`src/sps_pkg.sv`:
```
// Shared types and constants of the streaming prime sieve.
package sps_pkg;

  localparam int unsigned FIELD_WIDTH = 16;
  localparam int unsigned MAX_PRIMES  = 16;
  localparam int unsigned VALUE_WIDTH = 16;
  localparam int unsigned QUEUE_DEPTH = 2;

  typedef struct packed {
    logic [FIELD_WIDTH-1:0] value;
    logic                   end_of_stream;
  } sps_in_t;

  typedef struct packed {
    logic [FIELD_WIDTH-1:0] prime;
    logic                   overflow;
  } sps_out_t;

  typedef enum logic [2:0] {
    ST_IDLE,
    ST_FETCH,
    ST_START,
    ST_DIV,
    ST_EMIT
  } sps_state_e;

endpackage

```
`src/sps_fifo.sv`:
```
// Small synchronous queue with push/full and pop/empty sides.
module sps_fifo #(
  parameter int unsigned WIDTH = 8,
  parameter int unsigned DEPTH = sps_pkg::QUEUE_DEPTH
) (
  input  logic             clk_i,
  input  logic             rst_ni,
  input  logic             push_i,
  input  logic [WIDTH-1:0] data_i,
  output logic             full_o,
  input  logic             pop_i,
  output logic [WIDTH-1:0] data_o,
  output logic             empty_o
);

  localparam int unsigned AW = (DEPTH > 1) ? $clog2(DEPTH) : 1;
  localparam int unsigned CW = $clog2(DEPTH + 1);

  logic [WIDTH-1:0] mem_q [DEPTH];
  logic [AW-1:0]    wr_ptr_q, wr_ptr_d;
  logic [AW-1:0]    rd_ptr_q, rd_ptr_d;
  logic [CW-1:0]    cnt_q, cnt_d;
  logic             do_push, do_pop;

  assign full_o  = (cnt_q == CW'(DEPTH));
  assign empty_o = (cnt_q == '0);
  assign do_push = push_i && !full_o;
  assign do_pop  = pop_i && !empty_o;
  assign data_o  = mem_q[rd_ptr_q];

  always_comb begin
    wr_ptr_d = wr_ptr_q;
    rd_ptr_d = rd_ptr_q;
    cnt_d    = cnt_q;
    if (do_push) begin
      wr_ptr_d = (wr_ptr_q == AW'(DEPTH - 1)) ? '0 : wr_ptr_q + 1'b1;
    end
    if (do_pop) begin
      rd_ptr_d = (rd_ptr_q == AW'(DEPTH - 1)) ? '0 : rd_ptr_q + 1'b1;
    end
    if (do_push && !do_pop) begin
      cnt_d = cnt_q + 1'b1;
    end else if (do_pop && !do_push) begin
      cnt_d = cnt_q - 1'b1;
    end
  end

  always_ff @(posedge clk_i or negedge rst_ni) begin
    if (!rst_ni) begin
      wr_ptr_q <= '0;
      rd_ptr_q <= '0;
      cnt_q    <= '0;
    end else begin
      wr_ptr_q <= wr_ptr_d;
      rd_ptr_q <= rd_ptr_d;
      cnt_q    <= cnt_d;
    end
  end

  always_ff @(posedge clk_i) begin
    if (do_push) begin
      mem_q[wr_ptr_q] <= data_i;
    end
  end

endmodule

```
`src/sps_front.sv`:
```
// Front end: masks and classifies incoming requests, queues the useful ones.
module sps_front #(
  parameter int unsigned VALUE_WIDTH = sps_pkg::VALUE_WIDTH
) (
  input  logic                   clk_i,
  input  logic                   rst_ni,
  input  logic                   push,
  output logic                   full,
  input  sps_pkg::sps_in_t       item_i,
  output logic                   cmd_valid_o,
  input  logic                   cmd_pop_i,
  output logic                   cmd_eos_o,
  output logic [VALUE_WIDTH-1:0] cmd_value_o
);

  logic [VALUE_WIDTH-1:0] value;
  logic                   keep;
  logic                   cmd_empty;

  // Value taken modulo 2^VALUE_WIDTH, zero-extended when wider than the field.
  always_comb begin
    for (int i = 0; i < int'(VALUE_WIDTH); i++) begin
      value[i] = (i < int'(sps_pkg::FIELD_WIDTH)) ? item_i.value[i] : 1'b0;
    end
  end

  // Candidates below two are swallowed here.
  assign keep = item_i.end_of_stream || (value > VALUE_WIDTH'(1));

  sps_fifo #(
    .WIDTH (VALUE_WIDTH + 1),
    .DEPTH (sps_pkg::QUEUE_DEPTH)
  ) u_cmd_q (
    .clk_i   (clk_i),
    .rst_ni  (rst_ni),
    .push_i  (push && keep),
    .data_i  ({item_i.end_of_stream, value}),
    .full_o  (full),
    .pop_i   (cmd_pop_i),
    .data_o  ({cmd_eos_o, cmd_value_o}),
    .empty_o (cmd_empty)
  );

  assign cmd_valid_o = !cmd_empty;

endmodule

```
`src/sps_rem.sv`:
```
// Iterative restoring remainder unit, one quotient bit per cycle.
module sps_rem #(
  parameter int unsigned VALUE_WIDTH = sps_pkg::VALUE_WIDTH
) (
  input  logic                   clk_i,
  input  logic                   rst_ni,
  input  logic                   start_i,
  input  logic [VALUE_WIDTH-1:0] dividend_i,
  input  logic [VALUE_WIDTH-1:0] divisor_i,
  output logic                   done_o,
  output logic                   zero_o
);

  localparam int unsigned NW = $clog2(VALUE_WIDTH + 1);

  logic [VALUE_WIDTH-1:0] rem_q, dvd_q, dsr_q;
  logic [NW-1:0]          cnt_q;
  logic                   busy_q, done_q;
  logic [VALUE_WIDTH:0]   trial;
  logic [VALUE_WIDTH:0]   diff;
  logic                   ge;

  assign trial = {rem_q, dvd_q[VALUE_WIDTH-1]};
  assign diff  = trial - {1'b0, dsr_q};
  assign ge    = (trial >= {1'b0, dsr_q});

  always_ff @(posedge clk_i or negedge rst_ni) begin
    if (!rst_ni) begin
      busy_q <= 1'b0;
      done_q <= 1'b0;
      cnt_q  <= '0;
    end else begin
      done_q <= busy_q && (cnt_q == NW'(1));
      if (start_i) begin
        busy_q <= 1'b1;
        cnt_q  <= NW'(VALUE_WIDTH);
      end else if (busy_q) begin
        cnt_q <= cnt_q - 1'b1;
        if (cnt_q == NW'(1)) begin
          busy_q <= 1'b0;
        end
      end
    end
  end

  // remainder stays below the divisor, so the low VALUE_WIDTH bits suffice
  always_ff @(posedge clk_i) begin
    if (start_i) begin
      rem_q <= '0;
      dvd_q <= dividend_i;
      dsr_q <= divisor_i;
    end else if (busy_q) begin
      rem_q <= ge ? diff[VALUE_WIDTH-1:0] : trial[VALUE_WIDTH-1:0];
      dvd_q <= {dvd_q[VALUE_WIDTH-2:0], 1'b0};
    end
  end

  assign done_o = done_q;
  assign zero_o = (rem_q == '0);

endmodule

```
`src/sps_back.sv`:
```
// Back end: walks the stored primes through the remainder unit, emits survivors.
module sps_back #(
  parameter int unsigned MAX_PRIMES  = sps_pkg::MAX_PRIMES,
  parameter int unsigned VALUE_WIDTH = sps_pkg::VALUE_WIDTH
) (
  input  logic                   clk_i,
  input  logic                   rst_ni,
  input  logic                   cmd_valid_i,
  output logic                   cmd_pop_o,
  input  logic                   cmd_eos_i,
  input  logic [VALUE_WIDTH-1:0] cmd_value_i,
  output logic                   res_push_o,
  input  logic                   res_full_i,
  output sps_pkg::sps_out_t      res_o
);

  localparam int unsigned IW = (MAX_PRIMES > 1) ? $clog2(MAX_PRIMES) : 1;
  localparam int unsigned CW = $clog2(MAX_PRIMES + 1);

  sps_pkg::sps_state_e state_q, state_d;

  logic [VALUE_WIDTH-1:0] mem [MAX_PRIMES];
  logic [VALUE_WIDTH-1:0] rd_q;
  logic [VALUE_WIDTH-1:0] v_q;
  logic [CW-1:0]          count_q;
  logic [CW-1:0]          idx_q;
  logic [CW-1:0]          idx_inc;
  logic                   list_full;
  logic                   div_start, div_done, div_zero;
  logic                   mem_we;

  assign idx_inc   = idx_q + 1'b1;
  assign list_full = (count_q == CW'(MAX_PRIMES));

  sps_rem #(
    .VALUE_WIDTH (VALUE_WIDTH)
  ) u_rem (
    .clk_i      (clk_i),
    .rst_ni     (rst_ni),
    .start_i    (div_start),
    .dividend_i (v_q),
    .divisor_i  (rd_q),
    .done_o     (div_done),
    .zero_o     (div_zero)
  );

  // next state
  always_comb begin
    state_d = state_q;
    unique case (state_q)
      sps_pkg::ST_IDLE: begin
        if (cmd_valid_i && !cmd_eos_i) begin
          state_d = (count_q == '0) ? sps_pkg::ST_EMIT : sps_pkg::ST_FETCH;
        end
      end
      sps_pkg::ST_FETCH: state_d = sps_pkg::ST_START;
      sps_pkg::ST_START: state_d = sps_pkg::ST_DIV;
      sps_pkg::ST_DIV: begin
        if (div_done) begin
          if (div_zero) begin
            state_d = sps_pkg::ST_IDLE;
          end else if (idx_inc == count_q) begin
            state_d = sps_pkg::ST_EMIT;
          end else begin
            state_d = sps_pkg::ST_FETCH;
          end
        end
      end
      sps_pkg::ST_EMIT: begin
        if (!res_full_i) begin
          state_d = sps_pkg::ST_IDLE;
        end
      end
      default: state_d = sps_pkg::ST_IDLE;
    endcase
  end

  // outputs
  always_comb begin
    cmd_pop_o  = 1'b0;
    div_start  = 1'b0;
    res_push_o = 1'b0;
    unique case (state_q)
      sps_pkg::ST_IDLE:  cmd_pop_o  = cmd_valid_i;
      sps_pkg::ST_START: div_start  = 1'b1;
      sps_pkg::ST_EMIT:  res_push_o = !res_full_i;
      default: ;
    endcase
  end

  assign mem_we = res_push_o && !list_full;

  always_comb begin
    res_o.overflow = list_full;
    for (int i = 0; i < int'(sps_pkg::FIELD_WIDTH); i++) begin
      res_o.prime[i] = (i < int'(VALUE_WIDTH)) ? v_q[i] : 1'b0;
    end
  end

  always_ff @(posedge clk_i or negedge rst_ni) begin
    if (!rst_ni) begin
      state_q <= sps_pkg::ST_IDLE;
      count_q <= '0;
      idx_q   <= '0;
    end else begin
      state_q <= state_d;
      if (cmd_pop_o) begin
        idx_q <= '0;
        if (cmd_eos_i) begin
          count_q <= '0;
        end
      end else if (state_q == sps_pkg::ST_DIV && div_done && !div_zero) begin
        idx_q <= idx_inc;
      end
      if (mem_we) begin
        count_q <= count_q + 1'b1;
      end
    end
  end

  always_ff @(posedge clk_i) begin
    if (cmd_pop_o) begin
      v_q <= cmd_value_i;
    end
  end

  // prime list
  always_ff @(posedge clk_i) begin
    rd_q <= mem[idx_q[IW-1:0]];
    if (mem_we) begin
      mem[count_q[IW-1:0]] <= v_q;
    end
  end

endmodule

```
`src/streaming_prime_sieve_core.sv`:
```
// Streaming prime sieve: top level with front queue, sieve engine and result queue.
//
// Usage: candidates enter on item_i with push/full; a request is taken when
// push is high and full is low. Results leave on result_o with empty/pop; the
// oldest result is shown while empty is low and retires on pop.
// Each candidate (masked to VALUE_WIDTH bits) is divided by the stored
// primes in turn, up to the first one that divides it. A survivor is
// emitted and appended to the list; with the list full it is emitted with
// overflow set. Candidates below two are dropped on entry, an end_of_stream
// request empties the list and produces no result.
// The engine takes a request, tries the stored primes one after another
// (fetch, load, VALUE_WIDTH remainder steps, done) and emits a survivor;
// the single remainder unit sets the pace, and a new request is taken only
// once the last one is through. An end of stream is done when taken.
// A request passes through the input queue to the engine; a survivor passes
// through the result queue to result_o.
// Reset empties both queues and the prime list; list storage is not cleared.
// A stalled receiver fills the two-entry result queue, then the engine
// waits, then the two-entry input queue fills and full rises.
module streaming_prime_sieve_core #(
  parameter int unsigned MAX_PRIMES  = sps_pkg::MAX_PRIMES,
  parameter int unsigned VALUE_WIDTH = sps_pkg::VALUE_WIDTH
) (
  input  logic              clk_i,
  input  logic              rst_ni,
  input  logic              push,
  output logic              full,
  input  sps_pkg::sps_in_t  item_i,
  output logic              empty,
  input  logic              pop,
  output sps_pkg::sps_out_t result_o
);

  logic                   cmd_valid, cmd_pop, cmd_eos;
  logic [VALUE_WIDTH-1:0] cmd_value;
  logic                   res_push, res_full;
  sps_pkg::sps_out_t      res;

  sps_front #(
    .VALUE_WIDTH (VALUE_WIDTH)
  ) u_front (
    .clk_i       (clk_i),
    .rst_ni      (rst_ni),
    .push        (push),
    .full        (full),
    .item_i      (item_i),
    .cmd_valid_o (cmd_valid),
    .cmd_pop_i   (cmd_pop),
    .cmd_eos_o   (cmd_eos),
    .cmd_value_o (cmd_value)
  );

  sps_back #(
    .MAX_PRIMES  (MAX_PRIMES),
    .VALUE_WIDTH (VALUE_WIDTH)
  ) u_back (
    .clk_i       (clk_i),
    .rst_ni      (rst_ni),
    .cmd_valid_i (cmd_valid),
    .cmd_pop_o   (cmd_pop),
    .cmd_eos_i   (cmd_eos),
    .cmd_value_i (cmd_value),
    .res_push_o  (res_push),
    .res_full_i  (res_full),
    .res_o       (res)
  );

  // result queue decouples the engine from a stalling receiver
  sps_fifo #(
    .WIDTH ($bits(sps_pkg::sps_out_t)),
    .DEPTH (sps_pkg::QUEUE_DEPTH)
  ) u_res_q (
    .clk_i   (clk_i),
    .rst_ni  (rst_ni),
    .push_i  (res_push),
    .data_i  (res),
    .full_o  (res_full),
    .pop_i   (pop),
    .data_o  (result_o),
    .empty_o (empty)
  );

  // engine never pushes a result into a full queue
  a_res_no_overrun: assert property (@(posedge clk_i) disable iff (!rst_ni)
    res_push |-> !res_full)
    else $error("result pushed into full queue");

  // engine only takes a request that is present
  a_cmd_no_underrun: assert property (@(posedge clk_i) disable iff (!rst_ni)
    cmd_pop |-> cmd_valid)
    else $error("request taken from empty queue");

  // every emitted prime is at least two
  a_prime_min: assert property (@(posedge clk_i) disable iff (!rst_ni)
    !empty |-> (result_o.prime > 16'd1))
    else $error("emitted value below two");

  // a result push never coincides with taking a new request
  a_engine_excl: assert property (@(posedge clk_i) disable iff (!rst_ni)
    !(res_push && cmd_pop))
    else $error("engine overlap between request and result");

endmodule

```
`config.mk`:
```
export PLATFORM = sky130hd
export DESIGN_NAME = streaming_prime_sieve_core
export DESIGN_NICKNAME = d
export VERILOG_FILES = /design/src/sps_pkg.sv /design/src/sps_fifo.sv /design/src/sps_front.sv /design/src/sps_rem.sv /design/src/sps_back.sv /design/src/streaming_prime_sieve_core.sv
export SDC_FILE = /design/constraint.sdc
export NUM_CORES = 1
export LEC_CHECK = 0
export BUFFER_PORTS_ARGS = -buffer_cell sky130_fd_sc_hd__buf_4
export CAP_MARGIN = 20
export CORE_ASPECT_RATIO = 1.1
export CORE_MARGIN = 2
export CORE_UTILIZATION = 45
export DETAILED_ROUTE_END_ITERATION = 10
export SYNTH_ARGS = -nofsm -noshare
export SYNTH_HDL_FRONTEND = slang
export SYNTH_SLANG_ARGS = --single-unit
export TNS_END_PERCENT = 10
```
`constraint.sdc`:
```
create_clock -name clk_i -period 3.8 [get_ports clk_i]
set_clock_uncertainty 0.15 [all_clocks]
set_input_delay 0 -clock clk_i [delete_from_list [all_inputs] [get_ports clk_i]]
set_output_delay 0 -clock clk_i [all_outputs]
set_load 0.05 [all_outputs]
```
==> results_dict.tcl <==
set metrics [dict create \
    coreArea_mm2 0.0380 \
    power.leakage_nw 6.82 \
    cp-end-kind "register" \
    yosysUniqueCellTypes 61 \
    ys_seq_elements 432 \
    r2r_slack_ns 1.04 \
    io-pin-count 40 \
    fin_crit_sh_pct 72.7 \
    relSlewSlack_pct 40.4 \
    area_delta_synth_final_pct 15.1 \
    worstReg2RegStart "u_back.count_q[0]" \
    grt_use_total_pct 17.8 \
    crit_family "simple AND/OR/NAND/NOR gates" \
    drc 0 \
    synth_area_leader_cell "edfxtp_1" \
    postSynthAreaPerCell_um2 17.9 \
    syn_inst 968 \
    min_from "item_i[1]" \
    power.density_mw_per_mm2 736 \
    slowest_delay_ns 0.78 \
    maxCapViolations 0 \
    place.gp.congestion 0.780 \
    vias_per_cell 5.37 \
    yosys.area.top_type_share_pct 64.5 \
    synth_warnings 0 \
    holdWs_ns 0.0235 \
    ir_worst_vdd_mv 0.562 \
    post-route-min-period_ns 2.76 \
    clock_path_buffers 3 \
    cts_inserted_buffers 45 \
    syn_area_mm2 0.0173 \
    ys.flop_type "edfxtp_1" \
    grt_pass1_vias 8726 \
    setup_viol 0 \
    r2r_end "u_back.mem[2][13]" \
    cts_tree "built" \
    crit_fanout 16 \
    drv_slew 0 \
    path_depth 6 \
    die_w_um 191 \
    n_antenna_cell 0 \
    cp.buffers_inverters 1 \
    routedWlPerCell_um 21.8 \
    cp_cell_sequence "inv_1, ha_1, nand2b_1, nor3b_1, nor4_1, and2_1" \
    num_rows 75 \
    cts.sink_count 432 \
    crit_slowest_cell "and2_1" \
    ant_nets 0 \
    synthTopCellsByArea "edfxtp_1, mux4_2, dfrtp_1" \
    die_area_mm2 0.0401 \
    crit_path_end "u_back.mem[2][13]" \
    synth_fp_nets 1015 \
    drt-pass1-iter-count 5 \
    max_slew.worst_pin.slew_ns 0.893 \
    clk_latency_ns 0.55 \
    overflow 0 \
    grt_max_degree 46 \
    final_nets 1100 \
    initial_utilization_pct 45.6 \
    rr_worst_depth 6 \
    crit_start "u_back.count_q[0]" \
    antenna_found_initial 1 \
    run_status "finished, final reports clean" \
    dr_total_vias 8515 \
    synthArstFlopShare_pct 6.48 \
    post_cts_buffers 0 \
    mostFrequentLayoutCells "edfxtp_1, mux4_2, nand2_1" \
    synth-edff-count 372 \
    cp-start-kind "register" \
    cp.required_ns 3.82 \
    clk_pin_slew_ns 0.06 \
    setup_tns_ns 0 \
    final_common_cell "edfxtp_1" \
    grt_pass1_wl_um 53400 \
    floorplan.die.height_um 210 \
    drive_above_1_share_pct 23.1 \
    rsz0062_at_grt "false" \
    io_buffers 39 \
    htreeDepth 2 \
    drtIter0Drc 472 \
    hp-class "primary input to register" \
    clk_root_buffer_cell "clkbuf_16" \
    wl_um 34600 \
    crit_arrival_ns 2.78 \
    hpwlAfterDp_um 22800 \
    worst-setup-path-type "register to register" \
    finalHoldViolCount 0 \
    fmax_mhz 362 \
    yosysSeqAreaShare_pct 72.2 \
]
==> state kept, by name (all words and copies together) (netlist names), 16 cells and up <==
signal and cells:
u_back.rd_q 16, u_back.mem 256, u_back.u_rem.dvd_q 16, u_back.u_rem.rem_q 16, u_front.u_cmd_q.mem_q 34, u_back.u_rem.dsr_q 16
u_res_q.mem_q 34, u_back.v_q 16
==> kinds of logic after synthesis <==
logic type      after synthesis  synth area share [%]
fa+ha+maj                    26                  1.92
simple gates                197                  5.72
xor+xnor                     33                  1.67
buf+inv                      70                  1.84
mux                         128                  13.5
flops                       432                  72.2
compound gates               82                  3.14
==> worst reg2reg max path: cells and delay by family (launching register included) <==
family	cells	cell delay (ns)
DFF	1	0.45
buffers and inverters	1	0.10
adders and majority gates	1	0.23
and+or+nand+nor	4	1.45
==> report_power, final <==
group          leakage (nW)  switching, W  total (W)  internal (W)
sequential             3.99      0.000494    0.00623       0.00574
combinational          2.10       0.00212    0.00398       0.00186
clock                 0.735       0.00176    0.00446       0.00270
total                  6.82       0.00437     0.0147        0.0103
==> area by class of cell <==
type | instances | area, um2
inverter | 32 | 120
sequential | 432 | 12500
tap | 500 | 626
multi-input combinational | 466 | 4500
clock inverter | 24 | 278
timing repair buffer | 76 | 661
clock buffer | 57 | 1230
fill | 3054 | 18100
==> synthesized netlist by cell type, drive strengths merged (2+ instances only) <==
master,instances
edfxtp,372
mux4,80
nand2,67
nor2,37
mux2,36
dfxtp,32
inv,32
o21ai,29
dfrtp,28
ha,25
a21oi,23
clkbuf,23
xnor2,20
and2,16
buf,15
xor2,13
mux2i,12
nand2b,12
nand3,12
nor4,11
nand4,9
nor3,8
nor3b,6
and3,5
nand3b,4
or3,4
a211oi,3
a31oi,3
nor2b,3
o211ai,3
a211o,2
a21o,2
a22o,2
a41oi,2
o21a,2
o31ai,2
==> stage by stage <==
stage	total power [W]	setup slack [ns]	instances	cell area, um2	utilization (%)
finish	0.0147	1.04	1587	19900	52.5
CTS	0.0148	1.01	1587	19900	52.5
global route	0.0154	0.821	1587	19900	52.5
detailed placement	0.0103	1.03	1484	18200	47.9
global placement	0.0103	1.08	1484	18200	47.9
floorplan	0.00931	0.995	968	17300	-
==> repair_timing <==
item,CTS,global route
endpoints found under the hold margin,84,0
resized for setup,0,0
endpoints found under the setup margin,0,0
hold buffers,22,0
==> worst min-delay path by stage <==
stage	cells after the start	endpoint	slack (ns)
finish	2	u_front.u_cmd_q.mem_q[1][0]	0.02
global route	2	u_front.u_cmd_q.mem_q[1][0]	0.03
CTS	2	u_front.u_cmd_q.mem_q[1][0]	0.005
detailed placement	1	u_front.u_cmd_q.cnt_q[1]	-0.19
global placement	1	u_front.u_cmd_q.cnt_q[1]	-0.20
floorplan	0	u_back.count_q[0]	-0.45
==> metal layers <==
metal  track usage (%)  share of wire (%)  vias to the layer above
met5                 0                  0                        -
met4              5.11                2.3                        0
met3              2.59                3.7                       54
met2              29.3                 50                      184
met1              24.9                 44                     4323
li1                  -                  -                     3954
No activity file was read; power rests on OpenSTA's default activity.
